==> src/design/lapl_pkg.sv <==
`timescale 1ns / 1ps
// ----------------------------------------------------------------------------
// lapl_pkg
// Shared types, constants and linearization table of the actuator position loop.
// ----------------------------------------------------------------------------
package lapl_pkg;

  localparam int TABLE_POINTS = 7;
  localparam int SAMPLE_BITS  = 12;

  localparam int SEG_W     = $clog2(TABLE_POINTS + 1);
  localparam int IDX_W     = $clog2(TABLE_POINTS);
  localparam int DVD_W     = SAMPLE_BITS + 3;
  localparam int DVS_W     = 8;
  localparam int DIV_CNT_W = $clog2(DVD_W);

  localparam logic [SAMPLE_BITS-1:0] SEG_POINT [TABLE_POINTS] =
    '{5, 130, 969, 2070, 3190, 3845, 3965};
  localparam logic [DVS_W-1:0] SEG_FACTOR [TABLE_POINTS] =
    '{15, 120, 137, 140, 93, 15, 10};

  localparam int LIN_MUL     = 7;
  localparam int LIN_DIV     = 5;
  localparam int SEG_SPAN    = 7;
  localparam int SEG_OFFSET  = 3;
  localparam int SP_MIN      = 2;
  localparam int SP_MAX      = 55;
  localparam int SAT_ERR     = 5;
  localparam int POS_MAX     = 127;

  localparam int CFG_ADDR_W = 5;
  localparam int CFG_DATA_W = 32;

  localparam logic [2:0] CFG_VOLT_NOM  = 3'd0;
  localparam logic [2:0] CFG_VOLT_MAR  = 3'd1;
  localparam logic [2:0] CFG_CURR_NOM  = 3'd2;
  localparam logic [2:0] CFG_CURR_MAR  = 3'd3;
  localparam logic [2:0] CFG_HOME_POS  = 3'd4;
  localparam logic [2:0] CFG_HOME_DWL  = 3'd5;
  localparam logic [2:0] CFG_GAIN      = 3'd6;
  localparam logic [2:0] CFG_DRIVE_MAX = 3'd7;

  localparam logic [2:0] FAULT_NONE      = 3'd0;
  localparam logic [2:0] FAULT_VOLT_LOW  = 3'd1;
  localparam logic [2:0] FAULT_VOLT_HIGH = 3'd2;
  localparam logic [2:0] FAULT_CURR_LOW  = 3'd3;
  localparam logic [2:0] FAULT_CURR_HIGH = 3'd4;

  typedef enum logic [1:0] {
    REQ_SETPOINT = 2'd0,
    REQ_SUPPLY   = 2'd1,
    REQ_TICK     = 2'd2,
    REQ_NONE     = 2'd3
  } req_kind_t;

  typedef enum logic [1:0] {
    ST_IDLE,
    ST_EXEC,
    ST_DIV,
    ST_DONE
  } state_t;

  typedef struct packed {
    logic [11:0] volt_nom;
    logic [11:0] volt_mar;
    logic [11:0] curr_nom;
    logic [11:0] curr_mar;
    logic [5:0]  home_pos;
    logic [5:0]  home_dwell;
    logic [11:0] drive_gain;
    logic [15:0] drive_max;
  } cfg_t;

  localparam cfg_t CFG_RESET = '{
    volt_nom:   12'd2420,
    volt_mar:   12'd800,
    curr_nom:   12'd2420,
    curr_mar:   12'd360,
    home_pos:   6'd30,
    home_dwell: 6'd25,
    drive_gain: 12'd200,
    drive_max:  16'd1000
  };

  typedef struct packed {
    logic [1:0]  req_type;
    logic [7:0]  setpoint_byte;
    logic [11:0] voltage_sample;
    logic [11:0] current_sample;
    logic [11:0] position_sample;
  } req_t;

  typedef struct packed {
    logic [6:0]  position_mm;
    logic [2:0]  fault_code;
    logic        move_forward;
    logic [15:0] pulse_width;
    logic [5:0]  active_setpoint;
  } res_t;

  typedef struct packed {
    logic capture;
    logic setpoint;
    logic supply;
    logic div_start;
    logic commit;
  } cmd_t;

  typedef struct packed {
    req_kind_t kind;
    logic      div_done;
    logic      out_free;
  } sts_t;

endpackage

==> src/design/lapl_req_if.sv <==
`timescale 1ns / 1ps
// ----------------------------------------------------------------------------
// lapl_req_if
// Request channel: request kind and the sample fields, valid/ready handshake.
// ----------------------------------------------------------------------------
interface lapl_req_if;
  logic        valid;
  logic        ready;
  logic [1:0]  req_type;
  logic [7:0]  setpoint_byte;
  logic [11:0] voltage_sample;
  logic [11:0] current_sample;
  logic [11:0] position_sample;

  modport source (
    output valid, req_type, setpoint_byte, voltage_sample, current_sample,
           position_sample,
    input  ready
  );
  modport sink (
    input  valid, req_type, setpoint_byte, voltage_sample, current_sample,
           position_sample,
    output ready
  );
endinterface

==> src/design/lapl_res_if.sv <==
`timescale 1ns / 1ps
// ----------------------------------------------------------------------------
// lapl_res_if
// Result channel: position, fault, direction, pulse and setpoint per tick.
// ----------------------------------------------------------------------------
interface lapl_res_if;
  logic        valid;
  logic        ready;
  logic [6:0]  position_mm;
  logic [2:0]  fault_code;
  logic        move_forward;
  logic [15:0] pulse_width;
  logic [5:0]  active_setpoint;

  modport source (
    output valid, position_mm, fault_code, move_forward, pulse_width,
           active_setpoint,
    input  ready
  );
  modport sink (
    input  valid, position_mm, fault_code, move_forward, pulse_width,
           active_setpoint,
    output ready
  );
endinterface

==> src/design/lapl_cfg.sv <==
`timescale 1ns / 1ps
// ----------------------------------------------------------------------------
// lapl_cfg
// APB-style configuration register file with read-back.
// ----------------------------------------------------------------------------
module lapl_cfg (
  input  logic                            clk,
  input  logic                            rst_n,
  input  logic                            psel,
  input  logic                            penable,
  input  logic                            pwrite,
  input  logic [lapl_pkg::CFG_ADDR_W-1:0] paddr,
  input  logic [lapl_pkg::CFG_DATA_W-1:0] pwdata,
  output logic [lapl_pkg::CFG_DATA_W-1:0] prdata,
  output logic                            pready,
  output lapl_pkg::cfg_t                  cfg
);
  import lapl_pkg::*;

  cfg_t       cfg_r, cfg_nxt;
  logic       wr_en;
  logic [2:0] idx;

  assign wr_en  = psel && penable && pwrite;
  assign idx    = paddr[CFG_ADDR_W-1:2];
  assign pready = 1'b1;
  assign cfg    = cfg_r;

  always_comb begin
    cfg_nxt = cfg_r;
    if (wr_en) begin
      unique case (idx)
        CFG_VOLT_NOM:  cfg_nxt.volt_nom   = pwdata[11:0];
        CFG_VOLT_MAR:  cfg_nxt.volt_mar   = pwdata[11:0];
        CFG_CURR_NOM:  cfg_nxt.curr_nom   = pwdata[11:0];
        CFG_CURR_MAR:  cfg_nxt.curr_mar   = pwdata[11:0];
        CFG_HOME_POS:  cfg_nxt.home_pos   = pwdata[5:0];
        CFG_HOME_DWL:  cfg_nxt.home_dwell = pwdata[5:0];
        CFG_GAIN:      cfg_nxt.drive_gain = pwdata[11:0];
        CFG_DRIVE_MAX: cfg_nxt.drive_max  = pwdata[15:0];
      endcase
    end
  end

  always_comb begin
    unique case (idx)
      CFG_VOLT_NOM:  prdata = CFG_DATA_W'(cfg_r.volt_nom);
      CFG_VOLT_MAR:  prdata = CFG_DATA_W'(cfg_r.volt_mar);
      CFG_CURR_NOM:  prdata = CFG_DATA_W'(cfg_r.curr_nom);
      CFG_CURR_MAR:  prdata = CFG_DATA_W'(cfg_r.curr_mar);
      CFG_HOME_POS:  prdata = CFG_DATA_W'(cfg_r.home_pos);
      CFG_HOME_DWL:  prdata = CFG_DATA_W'(cfg_r.home_dwell);
      CFG_GAIN:      prdata = CFG_DATA_W'(cfg_r.drive_gain);
      CFG_DRIVE_MAX: prdata = CFG_DATA_W'(cfg_r.drive_max);
    endcase
  end

  always_ff @(posedge clk) begin
    if (!rst_n) begin
      cfg_r <= CFG_RESET;
    end else begin
      cfg_r <= cfg_nxt;
    end
  end

endmodule

==> src/design/lapl_div.sv <==
`timescale 1ns / 1ps
// ----------------------------------------------------------------------------
// lapl_div
// Restoring serial divider, one quotient bit per cycle.
// ----------------------------------------------------------------------------
module lapl_div (
  input  logic                       clk,
  input  logic                       rst_n,
  input  logic                       start,
  input  logic [lapl_pkg::DVD_W-1:0] dividend,
  input  logic [lapl_pkg::DVS_W-1:0] divisor,
  output logic [lapl_pkg::DVD_W-1:0] quotient,
  output logic                       done
);
  import lapl_pkg::*;

  logic [DVD_W-1:0]     quo_r, quo_nxt;
  logic [DVS_W-1:0]     rem_r, rem_nxt;
  logic [DVS_W-1:0]     dvs_r, dvs_nxt;
  logic [DIV_CNT_W-1:0] cnt_r, cnt_nxt;
  logic                 busy_r, busy_nxt;
  logic                 done_r, done_nxt;
  logic [DVS_W:0]       shifted;
  logic [DVS_W+1:0]     diff;

  assign shifted  = {rem_r, quo_r[DVD_W-1]};
  assign diff     = {1'b0, shifted} - {2'b00, dvs_r};
  assign quotient = quo_r;
  assign done     = done_r;

  always_comb begin
    quo_nxt  = quo_r;
    rem_nxt  = rem_r;
    dvs_nxt  = dvs_r;
    cnt_nxt  = cnt_r;
    busy_nxt = busy_r;
    done_nxt = 1'b0;
    if (start) begin
      quo_nxt  = dividend;
      rem_nxt  = '0;
      dvs_nxt  = divisor;
      cnt_nxt  = '0;
      busy_nxt = 1'b1;
    end else if (busy_r) begin
      if (!diff[DVS_W+1]) begin
        rem_nxt = diff[DVS_W-1:0];
        quo_nxt = {quo_r[DVD_W-2:0], 1'b1};
      end else begin
        rem_nxt = shifted[DVS_W-1:0];
        quo_nxt = {quo_r[DVD_W-2:0], 1'b0};
      end
      cnt_nxt = cnt_r + DIV_CNT_W'(1);
      if (cnt_r == DIV_CNT_W'(DVD_W - 1)) begin
        busy_nxt = 1'b0;
        done_nxt = 1'b1;
      end
    end
  end

  always_ff @(posedge clk) begin
    if (!rst_n) begin
      busy_r <= 1'b0;
      done_r <= 1'b0;
      cnt_r  <= '0;
    end else begin
      busy_r <= busy_nxt;
      done_r <= done_nxt;
      cnt_r  <= cnt_nxt;
    end
  end

  always_ff @(posedge clk) begin
    quo_r <= quo_nxt;
    rem_r <= rem_nxt;
    dvs_r <= dvs_nxt;
  end

  a_start_busy: assert property (@(posedge clk) disable iff (!rst_n)
    start |=> busy_r)
    else $error("divider not busy after start");

  a_done_end: assert property (@(posedge clk) disable iff (!rst_n)
    done_r |-> !busy_r && $past(busy_r))
    else $error("divider done without a finished run");

endmodule

==> src/design/lapl_dp.sv <==
`timescale 1ns / 1ps
// ----------------------------------------------------------------------------
// lapl_dp
// Datapath: request capture, setpoint and fault state, linearization with a
// serial divider, drive pulse, dwell counter and output register.
// ----------------------------------------------------------------------------
module lapl_dp (
  input  logic           clk,
  input  logic           rst_n,
  input  lapl_pkg::cfg_t cfg,
  input  lapl_pkg::req_t req,
  input  lapl_pkg::cmd_t cmd,
  input  logic           out_ready,
  output lapl_pkg::sts_t sts,
  output lapl_pkg::res_t res,
  output logic           out_valid
);
  import lapl_pkg::*;

  req_kind_t              kind_r;
  logic [7:0]             spb_r;
  logic [11:0]            volt_r;
  logic [11:0]            curr_r;
  logic [SAMPLE_BITS-1:0] samp_r;

  logic [5:0]       target_r, target_nxt;
  logic [2:0]       fault_r, fault_nxt;
  logic [5:0]       dwell_r, dwell_nxt;
  logic             out_valid_r, out_valid_nxt;
  res_t             res_r;

  logic [SEG_W-1:0] seg;
  logic [SEG_W-1:0] seg_r;
  logic [IDX_W-1:0] seg_idx;
  logic             run;
  logic             fzero_r;
  logic [DVD_W-1:0] dividend;
  logic [DVS_W-1:0] divisor;
  logic [DVD_W-1:0] quo;
  logic             div_done;
  logic [DVD_W-1:0] q_eff;
  logic [DVD_W:0]   mm_sum;
  logic [6:0]       pos_r;

  logic [7:0]  err;
  logic [7:0]  mag;
  logic [14:0] prod;
  logic [15:0] pulse;
  logic [6:0]  dwell_inc;
  logic [12:0] v_lo_sum, v_hi_lim, c_lo_sum, c_hi_lim;

  // segment search over the table points
  always_comb begin
    run = 1'b1;
    seg = '0;
    for (int i = 0; i < TABLE_POINTS; i++) begin
      if (run && samp_r >= SEG_POINT[i]) begin
        seg = seg + SEG_W'(1);
      end else begin
        run = 1'b0;
      end
    end
  end

  assign seg_idx  = IDX_W'(seg - SEG_W'(1));
  assign dividend = (seg == '0) ? (DVD_W'(samp_r) * DVD_W'(LIN_MUL))
                                : DVD_W'(samp_r - SEG_POINT[seg_idx]);
  assign divisor  = (seg == '0) ? DVS_W'(LIN_DIV) : SEG_FACTOR[seg_idx];

  lapl_div u_div (
    .clk      (clk),
    .rst_n    (rst_n),
    .start    (cmd.div_start),
    .dividend (dividend),
    .divisor  (divisor),
    .quotient (quo),
    .done     (div_done)
  );

  assign q_eff  = fzero_r ? '0 : quo;
  assign mm_sum = (seg_r == '0) ? {1'b0, q_eff}
                : ({1'b0, q_eff} + (DVD_W+1)'(seg_r) * (DVD_W+1)'(SEG_SPAN)
                   + (DVD_W+1)'(SEG_OFFSET));

  // drive pulse
  assign err   = {2'b00, target_r} - {1'b0, pos_r};
  assign mag   = err[7] ? (8'd0 - err) : err;
  assign prod  = cfg.drive_gain * mag[2:0];
  assign pulse = (fault_r != FAULT_NONE) ? 16'd0
               : (mag >= 8'(SAT_ERR)) ? cfg.drive_max : {1'b0, prod};

  // supply windows
  assign v_lo_sum  = {1'b0, volt_r} + {1'b0, cfg.volt_mar};
  assign v_hi_lim  = {1'b0, cfg.volt_nom} + {1'b0, cfg.volt_mar};
  assign c_lo_sum  = {1'b0, curr_r} + {1'b0, cfg.curr_mar};
  assign c_hi_lim  = {1'b0, cfg.curr_nom} + {1'b0, cfg.curr_mar};
  assign dwell_inc = {1'b0, dwell_r} + 7'd1;

  always_comb begin
    target_nxt = target_r;
    fault_nxt  = fault_r;
    dwell_nxt  = dwell_r;
    if (cmd.setpoint) begin
      if (spb_r > 8'(SP_MAX)) begin
        target_nxt = 6'(SP_MAX);
      end else if (spb_r < 8'(SP_MIN)) begin
        target_nxt = 6'(SP_MIN);
      end else begin
        target_nxt = spb_r[5:0];
      end
    end
    if (cmd.supply) begin
      priority if (v_lo_sum < {1'b0, cfg.volt_nom}) begin
        fault_nxt = FAULT_VOLT_LOW;
      end else if ({1'b0, volt_r} > v_hi_lim) begin
        fault_nxt = FAULT_VOLT_HIGH;
      end else if (c_lo_sum < {1'b0, cfg.curr_nom}) begin
        fault_nxt = FAULT_CURR_LOW;
      end else if ({1'b0, curr_r} > c_hi_lim) begin
        fault_nxt = FAULT_CURR_HIGH;
      end else begin
        fault_nxt = FAULT_NONE;
      end
    end
    if (cmd.commit && mag <= 8'd1 && target_r != cfg.home_pos) begin
      if (dwell_inc >= {1'b0, cfg.home_dwell} || dwell_inc[6]) begin
        target_nxt = cfg.home_pos;
        dwell_nxt  = '0;
      end else begin
        dwell_nxt = dwell_inc[5:0];
      end
    end
  end

  always_comb begin
    out_valid_nxt = out_valid_r;
    if (cmd.commit) begin
      out_valid_nxt = 1'b1;
    end else if (out_ready) begin
      out_valid_nxt = 1'b0;
    end
  end

  always_ff @(posedge clk) begin
    if (!rst_n) begin
      target_r    <= CFG_RESET.home_pos;
      fault_r     <= FAULT_NONE;
      dwell_r     <= '0;
      out_valid_r <= 1'b0;
    end else begin
      target_r    <= target_nxt;
      fault_r     <= fault_nxt;
      dwell_r     <= dwell_nxt;
      out_valid_r <= out_valid_nxt;
    end
  end

  always_ff @(posedge clk) begin
    if (cmd.capture) begin
      kind_r <= req_kind_t'(req.req_type);
      spb_r  <= req.setpoint_byte;
      volt_r <= req.voltage_sample;
      curr_r <= req.current_sample;
      samp_r <= req.position_sample[SAMPLE_BITS-1:0];
    end
    if (cmd.div_start) begin
      seg_r   <= seg;
      fzero_r <= (seg != '0) && (divisor == '0);
    end
    if (div_done) begin
      pos_r <= (mm_sum > (DVD_W+1)'(POS_MAX)) ? 7'(POS_MAX) : mm_sum[6:0];
    end
    if (cmd.commit) begin
      res_r.position_mm     <= pos_r;
      res_r.fault_code      <= fault_r;
      res_r.move_forward    <= !err[7];
      res_r.pulse_width     <= pulse;
      res_r.active_setpoint <= target_nxt;
    end
  end

  assign res          = res_r;
  assign out_valid    = out_valid_r;
  assign sts.kind     = kind_r;
  assign sts.div_done = div_done;
  assign sts.out_free = !out_valid_r || out_ready;

endmodule

==> src/design/lapl_ctrl.sv <==
`timescale 1ns / 1ps
// ----------------------------------------------------------------------------
// lapl_ctrl
// Controller: accepts a request, dispatches it by kind, waits on the divider
// and commits the tick result when the output register is free.
// ----------------------------------------------------------------------------
module lapl_ctrl (
  input  logic           clk,
  input  logic           rst_n,
  input  logic           in_valid,
  output logic           in_ready,
  input  lapl_pkg::sts_t sts,
  output lapl_pkg::cmd_t cmd
);
  import lapl_pkg::*;

  state_t state_r, state_nxt;

  always_ff @(posedge clk) begin
    if (!rst_n) begin
      state_r <= ST_IDLE;
    end else begin
      state_r <= state_nxt;
    end
  end

  always_comb begin
    state_nxt = state_r;
    cmd       = '0;
    in_ready  = 1'b0;
    unique case (state_r)
      ST_IDLE: begin
        in_ready = 1'b1;
        if (in_valid) begin
          cmd.capture = 1'b1;
          state_nxt   = ST_EXEC;
        end
      end
      ST_EXEC: begin
        unique case (sts.kind)
          REQ_SETPOINT: begin
            cmd.setpoint = 1'b1;
            state_nxt    = ST_IDLE;
          end
          REQ_SUPPLY: begin
            cmd.supply = 1'b1;
            state_nxt  = ST_IDLE;
          end
          REQ_TICK: begin
            cmd.div_start = 1'b1;
            state_nxt     = ST_DIV;
          end
          REQ_NONE: begin
            state_nxt = ST_IDLE;
          end
        endcase
      end
      ST_DIV: begin
        if (sts.div_done) begin
          state_nxt = ST_DONE;
        end
      end
      ST_DONE: begin
        if (sts.out_free) begin
          cmd.commit = 1'b1;
          state_nxt  = ST_IDLE;
        end
      end
    endcase
  end

  a_accept_exec: assert property (@(posedge clk) disable iff (!rst_n)
    in_valid && in_ready |=> state_r == ST_EXEC)
    else $error("accepted request not dispatched");

  a_commit_free: assert property (@(posedge clk) disable iff (!rst_n)
    cmd.commit |-> sts.out_free)
    else $error("result committed over a pending one");

  a_div_hold: assert property (@(posedge clk) disable iff (!rst_n)
    state_r == ST_DIV && !sts.div_done |=> state_r == ST_DIV)
    else $error("left divide wait early");

  a_start_tick: assert property (@(posedge clk) disable iff (!rst_n)
    cmd.div_start |-> sts.kind == REQ_TICK)
    else $error("divider started for a non-tick request");

endmodule

==> src/design/linear_actuator_position_loop.sv <==
`timescale 1ns / 1ps
// ----------------------------------------------------------------------------
// linear_actuator_position_loop
// Actuator position loop: setpoint clamp, supply fault windows, piecewise-
// linear position, proportional drive pulse and home return after dwell.
//
//   channel  | direction | handshake             | carries
//   in_req   | in        | valid/ready           | kind, setpoint, supply, position
//   out_res  | out       | valid/ready           | position, fault, dir, pulse, sp
//   cfg      | in        | APB write, pready = 1 | eight registers at 4*i
//
// A setpoint or supply request is accepted, then executed.
// A control tick runs through accept, dispatch, 15 divide steps of the serial
// divider of the linearization, position latch and commit.
// A result waiting in the output register stalls only the commit of the next tick.
// Reset (rst_n low, synchronous) restores the config registers, target 30, no fault, dwell 0.
// ----------------------------------------------------------------------------
module linear_actuator_position_loop (
  input  logic                            clk,
  input  logic                            rst_n,
  lapl_req_if.sink                        in_req,
  lapl_res_if.source                      out_res,
  input  logic                            psel,
  input  logic                            penable,
  input  logic                            pwrite,
  input  logic [lapl_pkg::CFG_ADDR_W-1:0] paddr,
  input  logic [lapl_pkg::CFG_DATA_W-1:0] pwdata,
  output logic [lapl_pkg::CFG_DATA_W-1:0] prdata,
  output logic                            pready
);
  import lapl_pkg::*;

  cfg_t cfg;
  req_t req;
  res_t res;
  cmd_t cmd;
  sts_t sts;
  logic in_ready;
  logic out_valid;

  assign req.req_type        = in_req.req_type;
  assign req.setpoint_byte   = in_req.setpoint_byte;
  assign req.voltage_sample  = in_req.voltage_sample;
  assign req.current_sample  = in_req.current_sample;
  assign req.position_sample = in_req.position_sample;
  assign in_req.ready        = in_ready;

  assign out_res.valid           = out_valid;
  assign out_res.position_mm     = res.position_mm;
  assign out_res.fault_code      = res.fault_code;
  assign out_res.move_forward    = res.move_forward;
  assign out_res.pulse_width     = res.pulse_width;
  assign out_res.active_setpoint = res.active_setpoint;

  lapl_cfg u_cfg (
    .clk     (clk),
    .rst_n   (rst_n),
    .psel    (psel),
    .penable (penable),
    .pwrite  (pwrite),
    .paddr   (paddr),
    .pwdata  (pwdata),
    .prdata  (prdata),
    .pready  (pready),
    .cfg     (cfg)
  );

  lapl_ctrl u_ctrl (
    .clk      (clk),
    .rst_n    (rst_n),
    .in_valid (in_req.valid),
    .in_ready (in_ready),
    .sts      (sts),
    .cmd      (cmd)
  );

  lapl_dp u_dp (
    .clk       (clk),
    .rst_n     (rst_n),
    .cfg       (cfg),
    .req       (req),
    .cmd       (cmd),
    .out_ready (out_res.ready),
    .sts       (sts),
    .res       (res),
    .out_valid (out_valid)
  );

endmodule
==> src/flat_wrapper.sv <==
// flat-port wrapper written by rule: the top's interface ports become plain ports
module linear_actuator_position_loop_flat import lapl_pkg::*;
  (clk, rst_n, psel, penable, pwrite, paddr, pwdata, prdata, pready, in_req_valid, in_req_req_type, in_req_setpoint_byte, in_req_voltage_sample, in_req_current_sample, in_req_position_sample, in_req_ready, out_res_valid, out_res_position_mm, out_res_fault_code, out_res_move_forward, out_res_pulse_width, out_res_active_setpoint, out_res_ready);
  lapl_req_if in_req_i ();
  lapl_res_if out_res_i ();
  input  logic clk;
  input  logic rst_n;
  input  logic psel;
  input  logic penable;
  input  logic pwrite;
  input  logic [lapl_pkg::CFG_ADDR_W-1:0] paddr;
  input  logic [lapl_pkg::CFG_DATA_W-1:0] pwdata;
  output logic [lapl_pkg::CFG_DATA_W-1:0] prdata;
  output logic pready;
  input wire logic [$bits(in_req_i.valid)-1:0] in_req_valid;
  input wire logic [$bits(in_req_i.req_type)-1:0] in_req_req_type;
  input wire logic [$bits(in_req_i.setpoint_byte)-1:0] in_req_setpoint_byte;
  input wire logic [$bits(in_req_i.voltage_sample)-1:0] in_req_voltage_sample;
  input wire logic [$bits(in_req_i.current_sample)-1:0] in_req_current_sample;
  input wire logic [$bits(in_req_i.position_sample)-1:0] in_req_position_sample;
  output wire logic [$bits(in_req_i.ready)-1:0] in_req_ready;
  output wire logic [$bits(out_res_i.valid)-1:0] out_res_valid;
  output wire logic [$bits(out_res_i.position_mm)-1:0] out_res_position_mm;
  output wire logic [$bits(out_res_i.fault_code)-1:0] out_res_fault_code;
  output wire logic [$bits(out_res_i.move_forward)-1:0] out_res_move_forward;
  output wire logic [$bits(out_res_i.pulse_width)-1:0] out_res_pulse_width;
  output wire logic [$bits(out_res_i.active_setpoint)-1:0] out_res_active_setpoint;
  input wire logic [$bits(out_res_i.ready)-1:0] out_res_ready;
  assign in_req_i.valid = in_req_valid;
  assign in_req_i.req_type = in_req_req_type;
  assign in_req_i.setpoint_byte = in_req_setpoint_byte;
  assign in_req_i.voltage_sample = in_req_voltage_sample;
  assign in_req_i.current_sample = in_req_current_sample;
  assign in_req_i.position_sample = in_req_position_sample;
  assign in_req_ready = in_req_i.ready;
  assign out_res_valid = out_res_i.valid;
  assign out_res_position_mm = out_res_i.position_mm;
  assign out_res_fault_code = out_res_i.fault_code;
  assign out_res_move_forward = out_res_i.move_forward;
  assign out_res_pulse_width = out_res_i.pulse_width;
  assign out_res_active_setpoint = out_res_i.active_setpoint;
  assign out_res_i.ready = out_res_ready;
  linear_actuator_position_loop u_core (.clk(clk), .rst_n(rst_n), .in_req(in_req_i), .out_res(out_res_i), .psel(psel), .penable(penable), .pwrite(pwrite), .paddr(paddr), .pwdata(pwdata), .prdata(prdata), .pready(pready));
endmodule
==> config.mk <==
export PLATFORM = sky130hd
export DESIGN_NAME = linear_actuator_position_loop_flat
export DESIGN_NICKNAME = d
export VERILOG_FILES = /design/src/design/lapl_pkg.sv /design/src/design/lapl_req_if.sv /design/src/design/lapl_res_if.sv /design/src/design/lapl_cfg.sv /design/src/design/lapl_div.sv /design/src/design/lapl_dp.sv /design/src/design/lapl_ctrl.sv /design/src/design/linear_actuator_position_loop.sv /design/src/flat_wrapper.sv
export SDC_FILE = /design/constraint.sdc
export NUM_CORES = 1
export LEC_CHECK = 0
export BUFFER_PORTS_ARGS = -buffer_cell sky130_fd_sc_hd__buf_2
export CORE_MARGIN = 3
export CORE_UTILIZATION = 45
export DETAILED_ROUTE_END_ITERATION = 8
export PLACE_DENSITY = 0.74
export SETUP_SLACK_MARGIN = 0.2
export SYNTH_ARGS = -nofsm -noshare
export SYNTH_HDL_FRONTEND = slang
export SYNTH_SLANG_ARGS = --single-unit
==> constraint.sdc <==
create_clock -name clk -period 7.4 [get_ports clk]
set_input_delay 1.11 -clock clk [delete_from_list [all_inputs] [get_ports clk]]
set_output_delay 1.11 -clock clk [all_outputs]
set_load 0.1 [all_outputs]
==> summary.md <==
| Metric | Value |
|---|---|
| Routed WL per cell | `17.3 um` |
| Sequential power share | `0.372` |
| Status | `complete, no violations` |
| Max clock buf depth | `3` |
| Sw Share | `0.319` |
| Slowest stage delay, CP | `420 ps` |
| Internal Pwr Total | `2.66 mW` |
| Ranking of synthesized cells by area | `edfxtp_1 19%, ha_1 15%, dfxtp_1 14%` |
| Post-DP HPWL | `34,400 um` |
| Adder-cell area share of the yosys netlist | `0.188` |
| Dpl ws | `0.960 ps` |
| Clk root buf | `clkbuf_16` |
| Vias in the first global route | `14.2k` |
| DR iter-0 viols | `981` |
| Clock latency on the worst-skew pair | `580 ps` |
| Clk pwr share | `0.355` |
| Final worst path period need | `6850 ps` |
| Worst-path clk slew | `60 ps` |
| Compound-Gate Fraction of Synth Area | `0.178` |
| Seq/Total Area, Yosys | `0.330` |
| Cell count after synthesis | `1,963` |
| Post-synth top area cell | `edfxtp_1` |
| Critical path startpoint category | `flop` |
| Antenna violations before repair | `3` |
| Final ANT Viol Nets | `0` |
| Fillers | `3,483` |
| Vias post-DR | `14.7k` |
| Count of pins over their slew limit | `0` |
| Post-route DRC violation count | `0` |
| Die X | `203 um` |
| Hold Path Class | `flop to flop` |
| Die Area | `41,200 sq um` |
| Final hold violations | `0` |
| Worst-case clock skew | `19.9 ps` |
| Synth top area share | `0.193` |
| Max transition margin | `0.195` |
| Crit path max-delay family | `compound AO/OA/AOI/OAI gates` |
| Total Wirelength | `45,200 um` |
| Most common cell in the synthesized netlist | `nand2_1` |
| WP buf/inv | `4` |
| WS Path Type | `flop to flop` |
| Synth-to-Final Area Change | `13.0%` |
| Avg Inst Size Synth | `8.90 sq um` |
| Crit path required time | `7720 ps` |
| Mux contribution to synthesized area | `0.0308` |
| WP data arrival | `7170 ps` |
| Critical Path Most Common Cell | `ha_1` |
| Max Cap Viol | `0` |
| Synth unique cells | `88` |
| Min Hold Slack | `449 ps` |
| Vias/cell | `5.62` |
| Hold Buf Count CTS | `0` |
| CTS Sinks | `232` |
| Comb pwr share | `0.273` |
| H-tree levels | `1` |
| Fin crit share | `0.926` |
| Gr ovfl total | `0` |
| Post-synthesis xor/xnor area fraction | `0.0471` |
| Setup TNS Final | `0 ps` |
| Slowest-stage cell, CP | `edfxtp_1` |
| Simple-Gate Fraction of Synth Area | `0.172` |
| First-pass GRT wire length | `72,900 um` |
| CTS tree | `yes` |
| Post-synth ARST share | `0` |
| Starting Density | `0.461` |
| Mapped cell area | `17,500 sq um` |
| Core region area | `37,900 sq um` |
| Layout Nets | `2,415` |
| Static Leak | `8.55 nW` |
| CP Capture Type | `flop` |
| TritonCTS buffer count | `27` |
| R2R Setup Slk | `550 ps` |
| Total track usage | `0.214` |
| First-pass DRT Iterations | `8` |
| Top cells by count, synth | `276 x nand2_1, 208 x ha_1, 146 x a21oi_1` |
| Chip Height | `203 um` |
| Post-Place Cell Area | `18,600 sq um` |
| Layout cells sized above 1 | `0.128` |
| Max Freq | `146 MHz` |
| Final instance area | `19,700 sq um` |
| Worst-Margin Slew | `1200 ps` |
| Final GP Congestion | `0.918` |
| Cell Pwr Density | `198 nW/um^2` |
| Sw Pwr | `1.25 mW` |
| RSZ-0062 raised after global routing | `no` |
| # rows | `71` |
| Yosys reg bits | `232` |
| IO Port Bufs | `122` |
| Ports | `158` |
| Pin count of the biggest net entering global routing | `61` |
| Syn. warnings | `0` |
| Count of flip-flops with a built-in enable after synthesis | `112` |
| Largest family of logic cells by synthesized area | `adder cells` |
| Worst-path maximum fanout | `3` |
| Top FF cell, synth | `dfxtp_1` |
| Final setup violation count | `0` |
| Maximum vdd ir drop | `0.212 mV` |
| Worst Slack Setup Final | `549 ps` |
## cell families after synthesis
logic type,after synthesis
and+or+nand+nor,640
adders and majority gates,242
DFF,232
xor gates and xnor gates,93
buffers and inverters,226
other,2
muxes,50
AOI/OAI and AO/OA,478
## final cells by class
| type | count | area (sq um) | share of cell area |
|---|---|---|---|
| multi-input combinational | 1521 | 11000 | 0.555 |
| sequential | 232 | 5770 | 0.292 |
| timing repair buffer | 165 | 937 | 0.0475 |
| clock buffer | 38 | 822 | 0.0416 |
| tap | 511 | 639 | 0.0324 |
| inverter | 136 | 513 | 0.0260 |
| clock inverter | 12 | 110 | 0.00558 |
| antenna | 1 | 2.50 | 0.000127 |
## worst register-to-register path: cells and delay by family, from the launching register on
kind	cells	cell delay, ps
simple gates	6	860
xor+xnor	1	130
compound gates	11	2110
buf+inv	4	330
fa+ha+maj	8	1940
mux	3	830
flops	1	420
## final timing paths
check / endpoint / cells after the start / start
max: u_core.u_dp.u_div.quotient[11] / 33 / u_core.u_dp.samp_r[3]
min: u_core.u_dp.res[30] / 0 / u_core.u_dp.pos_r[4]
min reg2reg: u_core.u_dp.res[30] / 0 / u_core.u_dp.pos_r[4]
max reg2reg: u_core.u_dp.u_div.quotient[11] / 33 / u_core.u_dp.samp_r[3]
## placed cells by master (no fill, tap or decap), types with 9 or more instances in the layout
master       n
a211oi_1    18
and3_1      18
a22o_1       9
mux2i_1     38
conb_1      18
nor3_1      32
nand2_1    276
clkbuf_16   31
xnor2_1     58
buf_4       42
and2_1      17
o31ai_1     19
nor2b_1     29
inv_1      132
a21oi_1    142
nor2_1      94
o21ai_1     10
or3_1       15
xor2_1      33
dfxtp_1    120
o21bai_1    13
nand3_1     60
o211ai_1    34
o21ai_0     96
ha_1       204
fa_1        33
nand4_1     17
buf_2      122
edfxtp_1   112
nand2b_1    41
a21o_1      28
o21a_1      21
## metal layers
layer  up-vias  part of all wire  GRT usage
met1      7002              0.43      0.286
met3        84             0.064     0.0351
met5         -           0.00057          0
met4         4             0.027     0.0536
li1       7179                 -          -
met2       435              0.47      0.362
## sequential cells by signal, summed over array words and instances (netlist names), named ones only
| signal | flops |
|---|---|
| u_core.u_dp.curr_r | 12 |
| u_core.u_dp.fzero_r | 1 |
| u_core.u_dp.out_valid | 1 |
| u_core.u_dp.u_div.busy_r | 1 |
| u_core.u_dp.target_r | 6 |
| u_core.u_dp.seg_r | 3 |
| u_core.u_dp.spb_r | 8 |
| u_core.u_dp.u_div.rem_r | 8 |
| u_core.u_cfg.cfg | 88 |
| u_core.u_dp.u_div.done | 1 |
| u_core.u_dp.dwell_r | 6 |
| u_core.u_dp.samp_r | 12 |
| u_core.u_dp.res | 33 |
| u_core.u_dp.u_div.dvs_r | 7 |
| u_core.u_dp.pos_r | 7 |
| u_core.u_dp.volt_r | 12 |
| u_core.u_ctrl.state_r | 1 |
| u_core.u_dp.kind_r | 2 |
| u_core.u_dp.u_div.cnt_r | 4 |
| u_core.u_dp.fault_r | 3 |
| u_core.u_dp.u_div.quotient | 15 |
## stage by stage
| step | total power [mW] | utilization | cells |
|---|---|---|---|
| 6_report | 3.90 | 0.520 | 2616 |
| 5_1_grt | 4.12 | 0.520 | 2616 |
| 4_1_cts | 3.89 | 0.517 | 2612 |
| 3_5_place_dp | 2.48 | 0.491 | 2556 |
| 3_3_place_gp | 2.46 | 0.491 | 2556 |
| 2_1_floorplan | 2.25 | - | 1979 |
## what timing repair did
item / in CTS / in global routing
gates resized for setup: 5 / 29
pin swaps: 1 / 10
endpoints found under the setup margin: 6 / 10
setup buffers: 6 / 3
endpoints found under the hold margin: 0 / 0
## power groups by stage
stage | Sequential, mW | Clock, mW | Combinational, mW
floorplan | 1.47 | 0 | 0.780
finish | 1.45 | 1.39 | 1.07
global placement | 1.48 | 0 | 0.980
CTS | 1.45 | 1.42 | 1.03
detailed placement | 1.48 | 0 | 1.01
global route | 1.46 | 1.47 | 1.19
Note: power is estimated with default switching activity, not from simulation.
